--- config.mk ---
export PLATFORM = sky130hd
export DESIGN_NAME = http_request_line_parser
export DESIGN_NICKNAME = d
export VERILOG_FILES = /design/src/sv/hrlp_pkg.sv /design/src/sv/http_request_line_parser.sv /design/src/sv/hrlp_cfg.sv /design/src/sv/hrlp_core.sv /design/src/sv/hrlp_out.sv
export SDC_FILE = /design/constraint.sdc
export NUM_CORES = 1
export LEC_CHECK = 0
export ABC_AREA = 1
export BUFFER_PORTS_ARGS = -buffer_cell sky130_fd_sc_hd__buf_4
export CAP_MARGIN = 20
export CORE_ASPECT_RATIO = 1.4
export CORE_MARGIN = 1
export CORE_UTILIZATION = 30
export DETAILED_ROUTE_END_ITERATION = 10
export PLACE_DENSITY_LB_ADDON = 0.2
export REMOVE_ABC_BUFFERS = 1
export SKIP_CTS_REPAIR_TIMING = 1
export SLEW_MARGIN = 20
export SYNTH_ARGS = -nofsm -noshare
export SYNTH_HDL_FRONTEND = slang
export SYNTH_SLANG_ARGS = --single-unit
--- constraint.sdc ---
create_clock -name clk -period 3.7 [get_ports clk]
set_clock_uncertainty 0.2 [all_clocks]
set_input_delay 0.925 -clock clk [delete_from_list [all_inputs] [get_ports clk]]
set_output_delay 0.925 -clock clk [all_outputs]
set_load 0.02 [all_outputs]
--- src/sv/hrlp_pkg.sv ---
// Shared types, codes and match strings for the HTTP request line parser.
package hrlp_pkg;

  localparam int unsigned LimitWidth = 12;

  localparam logic [LimitWidth-1:0] LimitReset = 12'd255;
  localparam logic [LimitWidth-1:0] CountMax   = 12'hFFF;

  localparam logic [1:0] StatusOk     = 2'd0;
  localparam logic [1:0] StatusNotGet = 2'd1;
  localparam logic [1:0] StatusBad    = 2'd2;
  localparam logic [1:0] VerdictPend  = 2'd3;

  localparam logic KindPath   = 1'b0;
  localparam logic KindStatus = 1'b1;

  localparam logic [7:0] ChCr    = 8'h0D;
  localparam logic [7:0] ChLf    = 8'h0A;
  localparam logic [7:0] ChSpace = 8'h20;
  localparam logic [7:0] ChSlash = 8'h2F;

  // element 0 is the first character to match
  localparam logic [3:0][7:0] GetWord = {8'h20, 8'h54, 8'h45, 8'h47};
  localparam logic [4:0][7:0] VerWord = {8'h2F, 8'h50, 8'h54, 8'h54, 8'h48};

  localparam logic [2:0] MethodHit  = 3'd4;
  localparam logic [2:0] MethodMiss = 3'd5;
  localparam logic [2:0] VerLen     = 3'd5;

  typedef struct packed {
    logic                  kind;
    logic [7:0]            path_byte;
    logic [1:0]            status;
    logic [LimitWidth-1:0] path_length;
  } hrlp_res_t;

endpackage

--- src/sv/http_request_line_parser.sv ---
// Top level of the HTTP request line parser: streams, APB port and parser.
//
// One request byte is taken per clock cycle while s_tready is high and parsed in that
// same cycle; the word it causes (a path byte or the final status) is registered in the
// result register or the skid entry. A result register plus one skid entry part the two
// streams, so the slave side only stalls while both hold an untaken word. Bytes after the
// CR LF CR LF terminator give nothing until a word with start_req set begins a new
// request. The path limit must be written over APB at address 0 (decoded at 0 to 3)
// only while the block is idle; the block itself does not enforce this.
module http_request_line_parser
  import hrlp_pkg::*;
(
  input  logic        clk,
  input  logic        rst,
  input  logic        s_tvalid,
  output logic        s_tready,
  input  logic [7:0]  s_tdata,   // [7:0] data_byte
  input  logic        s_tuser,   // [0] start_req
  output logic        m_tvalid,
  input  logic        m_tready,
  output logic [23:0] m_tdata,   // [7:0] path_byte, [9:8] status, [21:10] path_length
  output logic        m_tuser,   // [0] result_kind
  input  logic        psel,
  input  logic        penable,
  input  logic        pwrite,
  input  logic [2:0]  paddr,
  input  logic [31:0] pwdata,
  output logic [31:0] prdata,
  output logic        pready
);

  logic [LimitWidth-1:0] path_limit;
  logic                  accept;
  logic                  res_valid;
  hrlp_res_t             res;
  hrlp_res_t             out_res;

  assign accept = s_tvalid && s_tready;

  hrlp_cfg u_cfg (
    .clk        (clk),
    .rst        (rst),
    .psel       (psel),
    .penable    (penable),
    .pwrite     (pwrite),
    .paddr      (paddr),
    .pwdata     (pwdata),
    .prdata     (prdata),
    .pready     (pready),
    .path_limit (path_limit)
  );

  hrlp_core u_core (
    .clk        (clk),
    .rst        (rst),
    .accept     (accept),
    .data_byte  (s_tdata),
    .start_req  (s_tuser),
    .path_limit (path_limit),
    .res_valid  (res_valid),
    .res        (res)
  );

  hrlp_out u_out (
    .clk       (clk),
    .rst       (rst),
    .in_valid  (res_valid),
    .in_res    (res),
    .in_ready  (s_tready),
    .out_valid (m_tvalid),
    .out_res   (out_res),
    .out_ready (m_tready)
  );

  assign m_tuser = out_res.kind;
  assign m_tdata = {2'b00, out_res.path_length, out_res.status, out_res.path_byte};

endmodule

--- src/sv/hrlp_cfg.sv ---
// APB register file holding the path length limit.
module hrlp_cfg
  import hrlp_pkg::*;
(
  input  logic                  clk,
  input  logic                  rst,
  input  logic                  psel,
  input  logic                  penable,
  input  logic                  pwrite,
  input  logic [2:0]            paddr,
  input  logic [31:0]           pwdata,
  output logic [31:0]           prdata,
  output logic                  pready,
  output logic [LimitWidth-1:0] path_limit
);

  assign pready = 1'b1;

  always_ff @(posedge clk) begin
    if (rst) begin
      path_limit <= LimitReset;
    end else if (psel && penable && pwrite && pready && !paddr[2]) begin
      path_limit <= pwdata[LimitWidth-1:0];
    end
  end

  always_comb begin
    prdata = '0;
    if (!paddr[2]) begin
      prdata = {{(32-LimitWidth){1'b0}}, path_limit};
    end
  end

endmodule

--- src/sv/hrlp_core.sv ---
// Byte-wise parser: request line state, terminator watch and result build.
module hrlp_core
  import hrlp_pkg::*;
(
  input  logic                  clk,
  input  logic                  rst,
  input  logic                  accept,
  input  logic [7:0]            data_byte,
  input  logic                  start_req,
  input  logic [LimitWidth-1:0] path_limit,
  output logic                  res_valid,
  output hrlp_res_t             res
);

  typedef enum logic [2:0] {
    PH_METHOD  = 3'd0,
    PH_PATH    = 3'd1,
    PH_VERSION = 3'd2,
    PH_HEADERS = 3'd3,
    PH_DONE    = 3'd4
  } phase_t;

  phase_t                phase, phase_next;
  logic [2:0]            mmc, mmc_next;
  logic [1:0]            verdict, verdict_next;
  logic                  tok, tok_next;
  logic [LimitWidth-1:0] pcount, pcount_next;
  logic                  perr, perr_next;
  logic [2:0]            vmc, vmc_next;
  logic                  vok, vok_next;
  logic [1:0]            tmc, tmc_next;

  phase_t                ph_c;
  logic [2:0]            mmc_c;
  logic [1:0]            verdict_c;
  logic                  tok_c;
  logic [LimitWidth-1:0] pcount_c;
  logic                  perr_c;
  logic [2:0]            vmc_c;
  logic                  vok_c;
  logic [1:0]            tmc_c;
  logic                  complete;
  logic [1:0]            fstat;

  always_comb begin
    // start of a new request clears the parser before this byte
    ph_c      = start_req ? PH_METHOD : phase;
    mmc_c     = start_req ? 3'd0 : mmc;
    verdict_c = start_req ? VerdictPend : verdict;
    tok_c     = start_req ? 1'b0 : tok;
    pcount_c  = start_req ? '0 : pcount;
    perr_c    = start_req ? 1'b0 : perr;
    vmc_c     = start_req ? 3'd0 : vmc;
    vok_c     = start_req ? 1'b0 : vok;
    tmc_c     = start_req ? 2'd0 : tmc;

    if (ph_c == PH_HEADERS && mmc_c == MethodHit) begin
      fstat = (!perr_c && pcount_c != '0 && pcount_c < path_limit && vok_c) ?
              StatusOk : StatusBad;
    end else if (ph_c == PH_HEADERS || ph_c == PH_METHOD) begin
      fstat = (verdict_c == StatusNotGet) ? StatusNotGet : StatusBad;
    end else begin
      fstat = StatusBad;
    end

    phase_next   = ph_c;
    mmc_next     = mmc_c;
    verdict_next = verdict_c;
    tok_next     = tok_c;
    pcount_next  = pcount_c;
    perr_next    = perr_c;
    vmc_next     = vmc_c;
    vok_next     = vok_c;
    tmc_next     = tmc_c;
    complete     = 1'b0;
    res_valid    = 1'b0;
    res          = '0;

    if (ph_c != PH_DONE) begin
      if (data_byte == ChCr) begin
        tmc_next = (tmc_c == 2'd2) ? 2'd3 : 2'd1;
      end else if (data_byte == ChLf && tmc_c == 2'd1) begin
        tmc_next = 2'd2;
      end else if (data_byte == ChLf && tmc_c == 2'd3) begin
        complete = 1'b1;
        tmc_next = 2'd0;
      end else begin
        tmc_next = 2'd0;
      end

      if (complete) begin
        res_valid       = 1'b1;
        res.kind        = KindStatus;
        res.status      = fstat;
        res.path_length = pcount_c;
        phase_next      = PH_DONE;
      end else begin
        unique case (ph_c)
          PH_METHOD: begin
            if (mmc_c < MethodHit) begin
              mmc_next = (data_byte == GetWord[mmc_c[1:0]]) ? mmc_c + 3'd1 : MethodMiss;
            end
            if (verdict_c == VerdictPend) begin
              if (data_byte == ChSpace) begin
                verdict_next = tok_c ? StatusNotGet : StatusBad;
              end else if (data_byte == ChCr) begin
                verdict_next = StatusBad;
              end else begin
                tok_next = 1'b1;
              end
            end
            if (mmc_next == MethodHit) begin
              phase_next = PH_PATH;
            end else if (mmc_next > MethodHit && verdict_next != VerdictPend) begin
              phase_next = PH_HEADERS;
            end
          end
          PH_PATH: begin
            if (data_byte == ChSpace) begin
              phase_next = PH_VERSION;
              vmc_next   = 3'd0;
            end else begin
              if (pcount_c == '0 && data_byte != ChSlash) begin
                perr_next = 1'b1;
              end
              if (pcount_c < path_limit && pcount_c != CountMax) begin
                pcount_next = pcount_c + 1'b1;
              end else begin
                perr_next = 1'b1;
              end
              res_valid     = 1'b1;
              res.kind      = KindPath;
              res.path_byte = data_byte;
            end
          end
          PH_VERSION: begin
            if (vmc_c < VerLen && data_byte == VerWord[vmc_c]) begin
              vmc_next = vmc_c + 3'd1;
              if (vmc_next == VerLen) begin
                vok_next   = 1'b1;
                phase_next = PH_HEADERS;
              end
            end else begin
              phase_next = PH_HEADERS;
            end
          end
          default: begin
          end
        endcase
      end
    end

    if (!accept) begin
      res_valid = 1'b0;
    end
  end

  always_ff @(posedge clk) begin
    if (rst) begin
      phase   <= PH_METHOD;
      mmc     <= 3'd0;
      verdict <= VerdictPend;
      tok     <= 1'b0;
      pcount  <= '0;
      perr    <= 1'b0;
      vmc     <= 3'd0;
      vok     <= 1'b0;
      tmc     <= 2'd0;
    end else if (accept) begin
      phase   <= phase_next;
      mmc     <= mmc_next;
      verdict <= verdict_next;
      tok     <= tok_next;
      pcount  <= pcount_next;
      perr    <= perr_next;
      vmc     <= vmc_next;
      vok     <= vok_next;
      tmc     <= tmc_next;
    end
  end

endmodule

--- src/sv/hrlp_out.sv ---
// Result register with one skid entry towards the master stream.
module hrlp_out
  import hrlp_pkg::*;
(
  input  logic      clk,
  input  logic      rst,
  input  logic      in_valid,
  input  hrlp_res_t in_res,
  output logic      in_ready,
  output logic      out_valid,
  output hrlp_res_t out_res,
  input  logic      out_ready
);

  logic      skid_valid;
  hrlp_res_t skid_res;

  assign in_ready = !skid_valid;

  always_ff @(posedge clk) begin
    if (rst) begin
      out_valid  <= 1'b0;
      skid_valid <= 1'b0;
    end else if (!out_valid || out_ready) begin
      if (skid_valid) begin
        out_res    <= skid_res;
        out_valid  <= 1'b1;
        skid_valid <= 1'b0;
      end else if (in_valid) begin
        out_res   <= in_res;
        out_valid <= 1'b1;
      end else begin
        out_valid <= 1'b0;
      end
    end else if (in_valid) begin
      skid_res   <= in_res;
      skid_valid <= 1'b1;
    end
  end

endmodule

==> results.md <==
- Outcome: complete, no violations
- Worst setup EP type: flip-flop
- DR iter-0 viols: 213
- Root buffer cell: clkbuf_16
- Worst slew pin tran: 614.9 ps
- Final-stage net count: 833
- Die area: 17600 sq um
- Simple-Gate Fraction of Synth Area: 30.52%
- Fillers: 1758
- Worst-case clock buffer depth: 2
- CP top delay family: simple AND/OR/NAND/NOR gates
- Area of the core: 16750 sq um
- Worst hold path type: flip-flop to flip-flop
- Largest cells by area after synthesis: edfxtp_1 27%, dfxtp_1 16%, nand2_1 13%, nor2_1 6.6%, inv_1 6.2%
- Unrepaired setup endpoints after global routing: false
- Port Buf Inserts: 65
- CTS H-tree lvls: 3
- Post-synthesis mux area share: 0%
- Clk slew on worst S/H paths: 70 ps
- CTS tree: built
- Buffers & Inverters on Critical Path: 4
- Post-DR vias/cell: 4.546
- Max FO, Critical Path: 10
- First-pass DRT Iterations: 4
- WL final: 12210 um
- Dominant synthesized flop cell: edfxtp_1
- Synth warn: 0
- Top-count cell post-synth: nand2_1
- Synth unique cells: 37
- Die X: 112.4 um
- Leak: 2.885 nW
- Final cell count without fillers: 975
- Initial Util: 30.58%
- Layout area overhead: 20.21%
- Pins Over Slew Limit: 0
- Congestion Overflow GR: 0
- Power Density: 371.5 nW/um^2
- Post-synthesis xor/xnor area fraction: 0.3420%
- First-pass GRT wire length: 19780 um
- Share of cells above drive strength 1: 17.36%
- Die Ht: 156.6 um
- Worst vdd ir: 0.0001805 V
- Num CTS Buffers: 9
- EDFF count, synth: 46
- Vias in the first global route: 4054
- WP data required: 3730 ps
- Worst Path Arrival: 3130 ps
- Antenna-violating nets left: 0
- Crit start category: input port
- Rows: 56
- Worst skew pair latency: 340 ps
- Cells after DPL: 959
- Post-synthesis async set-or-reset flop share: 0%
- Yosys top cell by area: edfxtp_1
- CP Class: input port to flip-flop
- Slowest stage delay, CP: 320 ps
- Placed cell area: 5828 sq um
- Boundary Pins: 111
- Slew margin rel.: 58.69%
- # setup viols final: 0
- Initial antenna violation count: 0
- Total power: 2.287 mW
- Fin crit share: 83.93%
- HPWL Detailed: 9202 um
- GRT Total Usage: 14.15%
- Hold slack: 265.7 ps
- Crit path cell chain: buf_4, inv_2, nand2_1, inv_1, ha_1, a21oi_1, o21ai_0, a21oi_1, a21boi_1, nand2_2, nor2_4, inv_4, nor2_8, nand3_1, nand2_1, nor2_1
- GP Congestion: 0.8368
- Synthesized area per cell: 7.369 sq um
- Seq. cell area: 2222 sq um
- Top cells by count, synth: 176 x nand2_1, 90 x nor2_1, 85 x inv_1
- #FFs+latches synth: 88
- Slowest CP cell: a21boi_1
- Antenna Cells: 0
- Sequential fraction of the synthesis area: 43.39%
- Routed wire per std cell: 12.53 um
- Max Clk Rate: 322.0 MHz
- Number of remaining DRC errors: 0
- Compound-gate portion of the synthesized area: 9.455%
- Largest net degree at the start of global routing: 26
- Design area: 6156 sq um
- Final Critical Period: 3105 ps
- Adder-cell share of the synthesized area: 3.665%
- Sink Count: 88
- Largest family of logic cells by synthesized area: simple AND/OR/NAND/NOR gates
- Post-Syn Instances: 695
- Synthesized area: 5121 sq um
- Hold Vio Cnt, Final: 0
- Setup TNS: 0 ps
- Area of the multi-input gates: 2344 sq um
- Total of max-cap violations: 0
- Share of the synthesized area in the top cell type: 26.97%
- Via count: 4432
[per-stage QoR]
stage | utilization [%] | setup WS [ps]
detailed placement | 34.80 | 251.8
finish | 36.76 | 594.6
global route | 36.76 | 304.9
global placement | 34.80 | 252.9
CTS | 36.76 | 608.0
floorplan | - | 96.55
[sequential cells by signal, indices dropped and copies added, names as in the netlist, 2 cells and up]
signal            count
u_core.phase          3
u_core.mmc            3
u_core.pcount        12
u_core.tmc            2
u_out.out_res        23
u_out.skid_res       23
u_core.verdict        2
u_core.vmc            3
u_cfg.path_limit     12
[path summary, 6_finish.rpt]
kind / start / end / slack (ps) / cells past startpoint
setup / recovery: s_tuser / u_core.pcount[0] / 590 / 16
hold / removal: u_core.vok / u_core.vok / 270 / 2
setup reg to reg: u_core.pcount[9] / u_core.pcount[0] / 1120 / 14
hold reg to reg: u_core.vok / u_core.vok / 270 / 2
[cells in the final DEF (no fill, tap or decap), types with 20 or more instances in the layout]
master,instances
nand3_1,44
o21ai_0,20
nor2_1,88
nand2_1,176
inv_1,85
edfxtp_1,46
buf_4,84
a21oi_1,44
dfxtp_1,42
conb_1,23
[cells by family after synthesis]
group | Yosys count
XOR/XNOR | 2
flip-flops | 88
adder cells (fa/ha/maj) | 15
buffers and inverters | 144
other | 2
AO/OA/AOI/OAI | 86
AND/OR/NAND/NOR | 358
[where the power goes]
| part | total, mW | leakage (nW) | internal [mW] | switching, mW |
|---|---|---|---|---|
| Clock | 1.01 | 0.158 | 0.601 | 0.409 |
| Sequential | 1.04 | 0.781 | 1.03 | 0.00984 |
| Combinational | 0.231 | 1.95 | 0.0771 | 0.154 |
| Total | 2.29 | 2.88 | 1.71 | 0.574 |
[metal layers]
metal / routed length, um / vias to the layer above / track usage, %
met5: 0 / - / 0
met4: 151 / 0 / 4.127
met3: 303 / 14 / 2.401
met1: 5547 / 1989 / 17.02
li1: - / 2340 / -
met2: 6210 / 89 / 25.73
[layout make-up]
cell class              instances  area share, %
clock buffers                   9          3.659
clock inverters                 7          1.667
inverters                     100          6.138
multi-input cells             484          38.07
flip-flops and latches         88          36.10
well taps                     203          4.126
repair buffers                 84          10.24
[tightest hold or removal path, stage by stage (launching register included)]
cell and delay (ps):
dfxtp_1 310, nand2_1 60, a21oi_1 50
Power figures use the tool's default switching activity.
